==> config.mk <==
export PLATFORM = sky130hd
export DESIGN_NAME = recency_ordered_slot_picker
export DESIGN_NICKNAME = d
export VERILOG_FILES = /design/src/rtl/rosp_pkg.sv /design/src/rtl/recency_ordered_slot_picker.sv /design/src/rtl/rosp_ctrl.sv /design/src/rtl/rosp_dp.sv /design/src/rtl/rosp_list.sv
export SDC_FILE = /design/constraint.sdc
export NUM_CORES = 2
export LEC_CHECK = 0
export ABC_AREA = 1
export BUFFER_PORTS_ARGS = -buffer_cell sky130_fd_sc_hd__buf_2
export CORE_ASPECT_RATIO = 0.7
export CORE_MARGIN = 2
export CORE_UTILIZATION = 40
export DETAILED_ROUTE_END_ITERATION = 12
export GPL_TIMING_DRIVEN = 0
export PLACE_DENSITY_LB_ADDON = 0.05
export SLEW_MARGIN = 10
export SYNTH_ARGS = -nofsm -noshare
export SYNTH_HDL_FRONTEND = slang
export SYNTH_SLANG_ARGS = --single-unit
==> constraint.sdc <==
create_clock -name clk -period 8.2 [get_ports clk]
set_input_delay 1.64 -clock clk [delete_from_list [all_inputs] [get_ports clk]]
set_output_delay 1.64 -clock clk [all_outputs]
set_load 0.01 [all_outputs]
==> src/rtl/rosp_pkg.sv <==
// Shared types and constants for the recency-ordered slot picker.
package rosp_pkg;

	// Default number of slots in the bank.
	localparam int SLOT_COUNT_DEF = 16;

	// Command codes carried by a request transaction.
	typedef enum logic [2:0] {
		CMD_SAVE_PICKED = 3'd0,
		CMD_SAVE_SLOT   = 3'd1,
		CMD_SELECT      = 3'd2,
		CMD_SEL_RECENT  = 3'd3,
		CMD_SEL_OLD     = 3'd4,
		CMD_SEL_RANDOM  = 3'd5,
		CMD_CLEAR_SLOT  = 3'd6,
		CMD_CLEAR_ALL   = 3'd7
	} cmd_t;

	// Request payload.
	typedef struct packed {
		cmd_t        cmd;
		logic [15:0] centre;
		logic [15:0] width;
		logic [3:0]  slot;
		logic [15:0] rand_spread;
		logic [15:0] rand_bias;
	} req_t;

	// Result payload.
	typedef struct packed {
		logic [3:0] result_slot;
		logic       ok;
		logic [4:0] entries;
	} rsp_t;

	// Stage commands from the controller to the datapath.
	typedef struct packed {
		logic load;
		logic mul;
		logic scale;
		logic bias;
		logic apply;
	} dp_ctrl_t;

endpackage

==> src/rtl/recency_ordered_slot_picker.sv <==
// Each transaction passes through three serial multiply stages (offset products,
// scaling by the top position, bias lerp) and then the list update, after which the
// result strobe rises. A new transaction can enter during the previous one's update.
// The receiver cannot stall; each result is shown for exactly one cycle.
// Reset clears the occupancy map, the list length and the controller; the list
// contents stay undefined until written and need no clearing pass.
module recency_ordered_slot_picker import rosp_pkg::*; #(
	parameter int SLOT_COUNT = SLOT_COUNT_DEF
) (
	input  logic clk,
	input  logic arst_n,
	input  logic start,
	output logic busy,
	input  req_t req,
	output logic done,
	output rsp_t rsp
);

	localparam int MW = $clog2(SLOT_COUNT + 1);

	dp_ctrl_t      ctl;
	req_t          req_q;
	logic [MW-1:0] len;
	logic [MW-1:0] pos;

	// Stage sequencing.
	rosp_ctrl u_ctrl (
		.clk    (clk),
		.arst_n (arst_n),
		.start  (start),
		.busy   (busy),
		.ctl    (ctl)
	);

	// Position arithmetic.
	rosp_dp #(
		.SLOT_COUNT (SLOT_COUNT)
	) u_dp (
		.clk   (clk),
		.ctl   (ctl),
		.req   (req),
		.len   (len),
		.req_q (req_q),
		.pos   (pos)
	);

	// Slot bookkeeping and result register.
	rosp_list #(
		.SLOT_COUNT (SLOT_COUNT)
	) u_list (
		.clk    (clk),
		.arst_n (arst_n),
		.ctl    (ctl),
		.req    (req_q),
		.pos    (pos),
		.len    (len),
		.done   (done),
		.rsp    (rsp)
	);

endmodule

==> src/rtl/rosp_ctrl.sv <==
// Controller state machine that sequences the picker's datapath stages.
module rosp_ctrl import rosp_pkg::*; (
	input  logic     clk,
	input  logic     arst_n,
	input  logic     start,
	output logic     busy,
	output dp_ctrl_t ctl
);

	typedef enum logic [4:0] {
		ST_IDLE  = 5'b00001,
		ST_MUL   = 5'b00010,
		ST_SCALE = 5'b00100,
		ST_BIAS  = 5'b01000,
		ST_APPLY = 5'b10000
	} state_t;

	state_t state_q, state_d;
	logic   accept;

	// A new transaction may enter while the previous one finishes its update cycle.
	assign busy   = !((state_q == ST_IDLE) || (state_q == ST_APPLY));
	assign accept = start && !busy;

	// Next-state logic.
	always_comb begin
		state_d = state_q;
		unique case (state_q)
			ST_IDLE:  state_d = accept ? ST_MUL : ST_IDLE;
			ST_MUL:   state_d = ST_SCALE;
			ST_SCALE: state_d = ST_BIAS;
			ST_BIAS:  state_d = ST_APPLY;
			ST_APPLY: state_d = accept ? ST_MUL : ST_IDLE;
			default:  state_d = ST_IDLE;
		endcase
	end

	// State register.
	always_ff @(posedge clk or negedge arst_n) begin
		if (!arst_n) begin
			state_q <= ST_IDLE;
		end else begin
			state_q <= state_d;
		end
	end

	// Stage commands to the datapath.
	always_comb begin
		ctl.load  = accept;
		ctl.mul   = (state_q == ST_MUL);
		ctl.scale = (state_q == ST_SCALE);
		ctl.bias  = (state_q == ST_BIAS);
		ctl.apply = (state_q == ST_APPLY);
	end

	// The update state is always reached through the full multiply, scale and bias sequence.
	a_apply_seq: assert property (@(posedge clk) disable iff (!arst_n)
		(state_q == ST_APPLY) |-> ($past(state_q, 3) == ST_MUL))
		else $error("update cycle reached without the full multiply sequence");

endmodule

==> src/rtl/rosp_dp.sv <==
// Position arithmetic datapath: request capture and the staged multiply chain.
module rosp_dp import rosp_pkg::*; #(
	parameter int SLOT_COUNT = SLOT_COUNT_DEF
) (
	input  logic                               clk,
	input  dp_ctrl_t                           ctl,
	input  req_t                               req,
	input  logic [$clog2(SLOT_COUNT+1)-1:0]    len,
	output req_t                               req_q,
	output logic [$clog2(SLOT_COUNT+1)-1:0]    pos
);

	localparam int MW     = $clog2(SLOT_COUNT + 1);
	localparam int SUM_W  = 35 + MW;
	localparam int PROD_W = SUM_W + 17;
	localparam logic [MW-1:0] FULL_LEN = MW'(SLOT_COUNT);
	localparam logic signed [SUM_W-1:0] HALF_C = {{(SUM_W-32){1'b0}}, 32'h8000_0000};

	// Stage registers.
	logic [MW-1:0]              m_q;
	logic [MW-1:0]              rpos_q;
	logic [15+MW:0]             p1_q;
	logic signed [33:0]         p2_q;
	logic [15:0]                bias_q;
	logic signed [SUM_W-1:0]    s_q;
	logic signed [PROD_W-1:0]   prod_q;

	// First stage signals.
	logic [MW-1:0]              m_c;
	logic signed [16:0]         d_c;
	logic signed [33:0]         p2_c;
	logic [15+MW:0]             p1_c;
	logic [31:0]                bb_c;
	logic [31:0]                bsq_c;
	logic [15+MW:0]             rp_c;

	// Later stage signals.
	logic signed [SUM_W-1:0]    sm_c;
	logic signed [SUM_W-1:0]    s_c;
	logic signed [SUM_W-1:0]    t_c;
	logic signed [SUM_W-1:0]    diff_c;
	logic signed [PROD_W-1:0]   prod_c;
	logic                       mode_on;
	logic signed [PROD_W-1:0]   psh_c;
	logic signed [SUM_W-1:0]    sf_c;
	logic signed [SUM_W-1:0]    v_c;
	logic [SUM_W-33:0]          idx_c;
	logic [MW-1:0]              pick_c;

	// Highest usable position, offset products, bias square and random position.
	always_comb begin
		if ((req_q.cmd == CMD_SAVE_PICKED) && (len < FULL_LEN)) begin
			m_c = len;
		end else if (len != '0) begin
			m_c = len - 1'b1;
		end else begin
			m_c = '0;
		end
		d_c   = $signed({1'b0, req_q.rand_spread}) - 17'sd32768;
		p2_c  = 34'(d_c) * 34'($signed({1'b0, req_q.width}));
		p1_c  = (16+MW)'(req_q.centre) * (16+MW)'(m_c);
		bb_c  = 32'(req_q.rand_bias) * 32'(req_q.rand_bias);
		bsq_c = bb_c + 32'd32768;
		rp_c  = (16+MW)'(req_q.rand_spread) * (16+MW)'(len);
	end

	// Scaled target sum in units of 2^-32.
	always_comb begin
		sm_c = SUM_W'(p2_q) * SUM_W'($signed({1'b0, m_q}));
		s_c  = $signed({3'b000, p1_q, 16'h0000}) + sm_c;
	end

	// Pull toward the newest or the oldest end by half the bias.
	always_comb begin
		mode_on = (req_q.cmd == CMD_SEL_RECENT) || (req_q.cmd == CMD_SEL_OLD);
		if (req_q.cmd == CMD_SEL_RECENT) begin
			t_c = $signed({3'b000, m_q, 32'h0000_0000});
		end else begin
			t_c = '0;
		end
		diff_c = t_c - s_q;
		prod_c = PROD_W'(diff_c) * PROD_W'($signed({1'b0, bias_q}));
	end

	// Round half up, clamp to the usable range and pick the position.
	always_comb begin
		psh_c = prod_q >>> 17;
		sf_c  = s_q + $signed(psh_c[SUM_W-1:0]);
		v_c   = sf_c + HALF_C;
		idx_c = v_c[SUM_W-1:32];
		if (v_c[SUM_W-1]) begin
			pick_c = '0;
		end else if (idx_c > {3'b000, m_q}) begin
			pick_c = m_q;
		end else begin
			pick_c = idx_c[MW-1:0];
		end
		pos = (req_q.cmd == CMD_SEL_RANDOM) ? rpos_q : pick_c;
	end

	// Request capture and stage registers.
	always_ff @(posedge clk) begin
		if (ctl.load) begin
			req_q <= req;
		end
		if (ctl.mul) begin
			m_q    <= m_c;
			p1_q   <= p1_c;
			p2_q   <= p2_c;
			bias_q <= bsq_c[31:16];
			rpos_q <= rp_c[15+MW:16];
		end
		if (ctl.scale) begin
			s_q <= s_c;
		end
		if (ctl.bias) begin
			prod_q <= mode_on ? prod_c : '0;
		end
	end

endmodule

==> src/rtl/rosp_list.sv <==
// Occupancy map, recency-ordered slot list and the result register.
module rosp_list import rosp_pkg::*; #(
	parameter int SLOT_COUNT = SLOT_COUNT_DEF
) (
	input  logic                            clk,
	input  logic                            arst_n,
	input  dp_ctrl_t                        ctl,
	input  req_t                            req,
	input  logic [$clog2(SLOT_COUNT+1)-1:0] pos,
	output logic [$clog2(SLOT_COUNT+1)-1:0] len,
	output logic                            done,
	output rsp_t                            rsp
);

	localparam int MW = $clog2(SLOT_COUNT + 1);
	localparam int SW = (SLOT_COUNT > 1) ? $clog2(SLOT_COUNT) : 1;
	localparam logic [MW-1:0] FULL_LEN = MW'(SLOT_COUNT);

	// State.
	logic [SLOT_COUNT-1:0] map_q;
	logic [MW-1:0]         len_q;
	logic [SW-1:0]         list_q [SLOT_COUNT];
	logic                  done_q;
	rsp_t                  rsp_q;

	// Decode and update signals.
	logic                  has_free;
	logic                  slot_ok;
	logic [SW-1:0]         slot_idx;
	logic [SW-1:0]         lf;
	logic [SW-1:0]         sel_entry;
	logic                  do_store;
	logic                  do_remove;
	logic                  clr_all;
	logic                  ok_c;
	logic [SW-1:0]         res_c;
	logic [SW-1:0]         tgt;
	logic [SLOT_COUNT-1:0] hit;
	logic                  present;
	logic [SW-1:0]         kidx;
	logic [SW-1:0]         nxt [SLOT_COUNT];
	logic [MW-1:0]         rem_len;
	logic [MW-1:0]         len_d;
	logic [SLOT_COUNT-1:0] tbit;
	logic [SLOT_COUNT-1:0] map_d;

	assign len       = len_q;
	assign done      = done_q;
	assign rsp       = rsp_q;
	assign has_free  = len_q < FULL_LEN;
	assign slot_ok   = int'(req.slot) < SLOT_COUNT;
	assign slot_idx  = SW'(req.slot);
	assign sel_entry = list_q[pos[SW-1:0]];

	// Lowest free slot.
	always_comb begin
		lf = '0;
		for (int i = SLOT_COUNT - 1; i >= 0; i--) begin
			if (!map_q[i]) begin
				lf = SW'(i);
			end
		end
	end

	// Command decode.
	always_comb begin
		do_store  = 1'b0;
		do_remove = 1'b0;
		clr_all   = 1'b0;
		ok_c      = 1'b0;
		res_c     = '0;
		tgt       = slot_idx;
		unique case (req.cmd)
			CMD_SAVE_PICKED: begin
				do_store = 1'b1;
				ok_c     = 1'b1;
				tgt      = (has_free && (pos == len_q)) ? lf : sel_entry;
				res_c    = tgt;
			end
			CMD_SAVE_SLOT: begin
				do_store = slot_ok;
				ok_c     = slot_ok;
				res_c    = slot_idx;
			end
			CMD_SELECT, CMD_SEL_RECENT, CMD_SEL_OLD, CMD_SEL_RANDOM: begin
				ok_c  = (len_q != '0);
				res_c = sel_entry;
			end
			CMD_CLEAR_SLOT: begin
				do_remove = slot_ok;
			end
			CMD_CLEAR_ALL: begin
				clr_all = 1'b1;
			end
			default: begin
			end
		endcase
	end

	// Find the target in the list.
	always_comb begin
		hit  = '0;
		kidx = '0;
		for (int i = 0; i < SLOT_COUNT; i++) begin
			hit[i] = (i < int'(len_q)) && (list_q[i] == tgt);
			kidx   = kidx | (hit[i] ? SW'(i) : '0);
		end
		present = |hit;
		rem_len = len_q - MW'(present);
	end

	// Close the gap left by the target and append it at the newest end on a save.
	always_comb begin
		for (int i = 0; i < SLOT_COUNT - 1; i++) begin
			nxt[i] = (present && (i >= int'(kidx))) ? list_q[i+1] : list_q[i];
		end
		nxt[SLOT_COUNT-1] = list_q[SLOT_COUNT-1];
		if (do_store) begin
			nxt[rem_len[SW-1:0]] = tgt;
		end
	end

	// Next length and occupancy.
	always_comb begin
		tbit = {{(SLOT_COUNT-1){1'b0}}, 1'b1} << tgt;
		if (clr_all) begin
			len_d = '0;
			map_d = '0;
		end else if (do_store) begin
			len_d = rem_len + 1'b1;
			map_d = map_q | tbit;
		end else if (do_remove) begin
			len_d = rem_len;
			map_d = map_q & ~tbit;
		end else begin
			len_d = len_q;
			map_d = map_q;
		end
	end

	// Control state.
	always_ff @(posedge clk or negedge arst_n) begin
		if (!arst_n) begin
			map_q  <= '0;
			len_q  <= '0;
			done_q <= 1'b0;
		end else begin
			done_q <= ctl.apply;
			if (ctl.apply) begin
				map_q <= map_d;
				len_q <= len_d;
			end
		end
	end

	// List contents and result payload.
	always_ff @(posedge clk) begin
		if (ctl.apply) begin
			if (do_store || do_remove) begin
				for (int i = 0; i < SLOT_COUNT; i++) begin
					list_q[i] <= nxt[i];
				end
			end
			rsp_q.result_slot <= ok_c ? 4'(res_c) : 4'd0;
			rsp_q.ok          <= ok_c;
			rsp_q.entries     <= 5'(len_d);
		end
	end

	// The number of occupied slots always equals the list length.
	a_map_len: assert property (@(posedge clk) disable iff (!arst_n)
		$countones(map_q) == int'(len_q))
		else $error("occupancy count and list length disagree");

	// The list never grows past the bank size.
	a_len_max: assert property (@(posedge clk) disable iff (!arst_n)
		len_q <= FULL_LEN)
		else $error("list length exceeds slot count");

	// A result strobe lasts a single cycle.
	a_done_pulse: assert property (@(posedge clk) disable iff (!arst_n)
		done_q |=> !done_q)
		else $error("result strobe held for more than one cycle");

endmodule

==> metrics.csv <==
stage,metric,value,unit
run_status,status,"complete, but fails checks",
run_status,violations,negative setup slack,
floorplanning,die_y,347.9,um
synth,yosysWarningCount,0,
sta,fin_crit,9.396,ns
worst_setup_path,timing.rr.start,u_dp.s_q[0]$_DFFE_PN_,
worst_setup_path,slowest_stage,fa_1,
cts,insertion_delay,0.68,ns
worst_setup_path,crit_family,adder cells,
worst_setup_path,critPathMaxFanout,3,
worst_setup_path,reg2reg_to,u_dp.prod_q[53]$_SDFFCE_PN0P_,
detailed_routing,drt_iter0_drc,4577,
final_layout,final_common_cell,inv_1,
detailed_routing,via_per_inst,5.028,
flow_run,maxCapViolations,0,
worst_setup_path,critPathArrivalTime,9.85,ns
synth,synth-edff-count,306,
sta,layout_setup_ws,-1.196,ns
floorplanning,dieArea,172300,sq um
detailed_routing,drt_wl_total,233900,um
floorplanning,die_w,495.2,um
sta,max_freq,106.4,MHz
floorplanning,core-area,168200,sq um
placement,port_buffers,85,
worst_setup_path,critPathBufInv,10,
floorplanning,start_util,0.4017,
worst_setup_path,crit_type,reg2reg,
worst_setup_path,reg2reg_depth,48,
cts,htree_levels,2,
synth,yosysUniqueCellTypes,58,
grt,grt_use_total,0.2732,
cts,path_clk_slew,0.06,ns
final_layout,layout.nets,10616,
cts,numCtsBuffers,44,
worst_setup_path,ff2ff_setup_slack,-1.20,ns
cts,hold_buffers,0,
sta,tightest_slew,1.371,ns
final_layout,area_growth,17.33,%
sta,slew_violations,0,
sta,finalSetupViolations,34,
worst_setup_path,required,8.65,ns
worst_setup_path,cp.depth,48,
worst_setup_path,cp-end-kind,flop,
synth,ys_async_sr_fraction,0.08108,
synth,ys.flop_type,edfxtp_1,
sta,finalCritPeriodShare,1.146,
synth,ys_seq_area_frac,0.1460,
detailed_routing,drtPass1Iterations,6,
synth,syn_area,67570,sq um
worst_setup_path,start_kind,flop,
detailed_routing,vias,55354,
cts,clockRootBuffer,clkbuf_16,
sta,finClkSkew,0.07048,ns
placement,post-place-ws,-3.510,ns
synth,syn_inst,8270,
grt,overflow,0,
floorplanning,rows,126,
grt,antenna_found_initial,4,
synth,synth-seq-cells,333,
placement,dp_hpwl,191800,um
grt,grt_pass1_vias,55036,
sta,rsz0062_at_grt,true,
placement,place.gp.congestion,0.9522,
cts,cts_buffer_depth,3,
cts,tritoncts,built,
floorplanning,num_io_pins,86,
cts,clock_sinks,333,
worst_hold_path,hold_class,reg2reg,
worst_setup_path,critPathLaunch,u_dp.s_q[0]$_DFFE_PN_,
worst_setup_path,cp-endpoint,u_dp.prod_q[53]$_SDFFCE_PN0P_,
worst_hold_path,min_path_cells,1,
placement,numPlacedInstances,10613,
synth,syn_nets,10153,
detailed_routing,drcViolationCount,0,
final_layout,most-common-layout-cells,"2,054 x inv_1, 1,771 x nand2_1, 1,214 x fa_1, 506 x nor2_1, 496 x ha_1",
final_layout,drive_above_1_share,0.1403,
synth,syn_area_per_cell,8.170,sq um
sta,final-hold-violation-count,0,
worst_setup_path,crit_path_max_incr_delay,0.58,ns
final_layout,fin_cells,11009,
detailed_routing,wl_per_cell,21.25,um
grt,grt_pass1_wl,352600,um
sta,slew_headroom,0.07990,
detailed_routing,ant_nets,0,
grt,grt_max_degree,31,
[synthesized netlist by cell type, types with 4 or more instances]
library cell     n  area (sq um)
a211oi_1         4         30.03
a221oi_1         6         52.55
nand3_2          7         70.07
inv_1         2129          7991
a21o_1           8         60.06
o211ai_1        14         105.1
o21a_1          21         157.7
edfxtp_1       306          9189
o31ai_1          6         45.04
a31oi_1         40         250.2
nand4_1         23         143.9
o21ai_0        139         695.7
clkbuf_1       234         878.3
dfrtp_1         26         650.6
buf_1            9         33.78
a21oi_1        282          1411
buf_2           12         60.06
nor3_1          41         205.2
nand2_1       1888          7087
ha_1           572          7157
o21ai_1         42         210.2
or2_2           17         106.4
buf_4           10         75.07
fa_1          1237         24760
nand2_2         25         156.4
o221ai_1         5         43.79
nor4_1          14         87.58
o22ai_1         11         68.82
buf_6            7         78.83
clkinv_1        12         45.04
nand2_4          6         67.56
inv_2           14         52.55
nand3b_1         7         52.55
nor2_1         585          2196
nor2_2           7         43.79
o21bai_1        19         142.6
nand3_1        310          1551
xor2_1          98         858.3
nor2_4           4         45.04
xnor2_1         45         394.1
[cells by family after synthesis]
family	after synthesis	synth area share
adders and majority gates	1809	0.4724
AOI/OAI and AO/OA	612	0.05033
DFF	333	0.1460
xor gates and xnor gates	143	0.01854
buffers and inverters	2428	0.1365
and+or+nand+nor	2945	0.1762
[per-layer routing]
layer,vias to the layer above,wire [um],track usage
met5,-,0,0
met2,1792,87970,0.3542
met3,147,21000,0.05437
met1,27859,122700,0.4665
met4,0,2277,0.02576
li1,25556,-,-
[worst min path at each step]
stage	startpoint	end	slack, ns
2_1_floorplan	u_ctrl.state_q[3]$_DFF_PN0_	u_ctrl.state_q[3]$_DFF_PN0_	0.47
3_3_place_gp	u_ctrl.state_q[3]$_DFF_PN0_	u_ctrl.state_q[3]$_DFF_PN0_	0.49
3_5_place_dp	u_ctrl.state_q[3]$_DFF_PN0_	u_ctrl.state_q[3]$_DFF_PN0_	0.52
4_1_cts	u_ctrl.state_q[3]$_DFF_PN0_	u_ctrl.state_q[3]$_DFF_PN0_	0.53
5_1_grt	u_ctrl.state_q[3]$_DFF_PN0_	u_ctrl.state_q[3]$_DFF_PN0_	0.57
6_report	u_ctrl.state_q[3]$_DFF_PN0_	u_ctrl.state_q[3]$_DFF_PN0_	0.53
[final cells by class]
class | count | area, sq um
diodes | 2 | 5.005
plain buffers | 258 | 1495
clock buffers | 48 | 1116
clock inverters | 32 | 340.3
fillers | 16756 | 88930
inverters | 2156 | 8165
multi-input cells | 5510 | 51820
flip-flops and latches | 333 | 9866
well taps | 2240 | 2803
repair buffers | 430 | 3671
[per-stage QoR]
| stage | setup TNS [ns] | util | cell area [sq um] | hold slack, ns |
|---|---|---|---|---|
| CTS | -15.48 | 0.4557 | 76660 | 0.5328 |
| floorplan | 0 | - | 67620 | 0.4710 |
| global placement | -225.87 | 0.4212 | 70850 | 0.4933 |
| detailed placement | -198.89 | 0.4229 | 71130 | 0.5198 |
| global route | -36.92 | 0.4713 | 79280 | 0.5750 |
| finish | -23.29 | 0.4713 | 79280 | 0.5321 |
[registers in the layout (all words and copies together) (netlist names), named ones only]
signal / flops
u_list.map_q: 16
u_dp.p2_q: 34
u_dp.p1_q: 21
u_list.done: 1
u_list.len: 5
u_dp.bias_q: 16
u_list.list_q: 60
u_dp.req_q: 71
u_dp.m_q: 5
u_dp.rpos_q: 5
u_dp.prod_q: 40
u_list.rsp: 10
u_dp.s_q: 40
u_ctrl.state_q: 5
[repair_timing]
action,CTS,global route
setup buffers,208,137
setup endpoints to repair,121,125
hold endpoints to repair,0,0
gates cloned,2,4
pin swaps,175,198
gates resized for setup,597,448
Power is left out: the tool's default activity adds up to more than one toggle a clock period on the data nets, which glitch-free logic cannot reach.
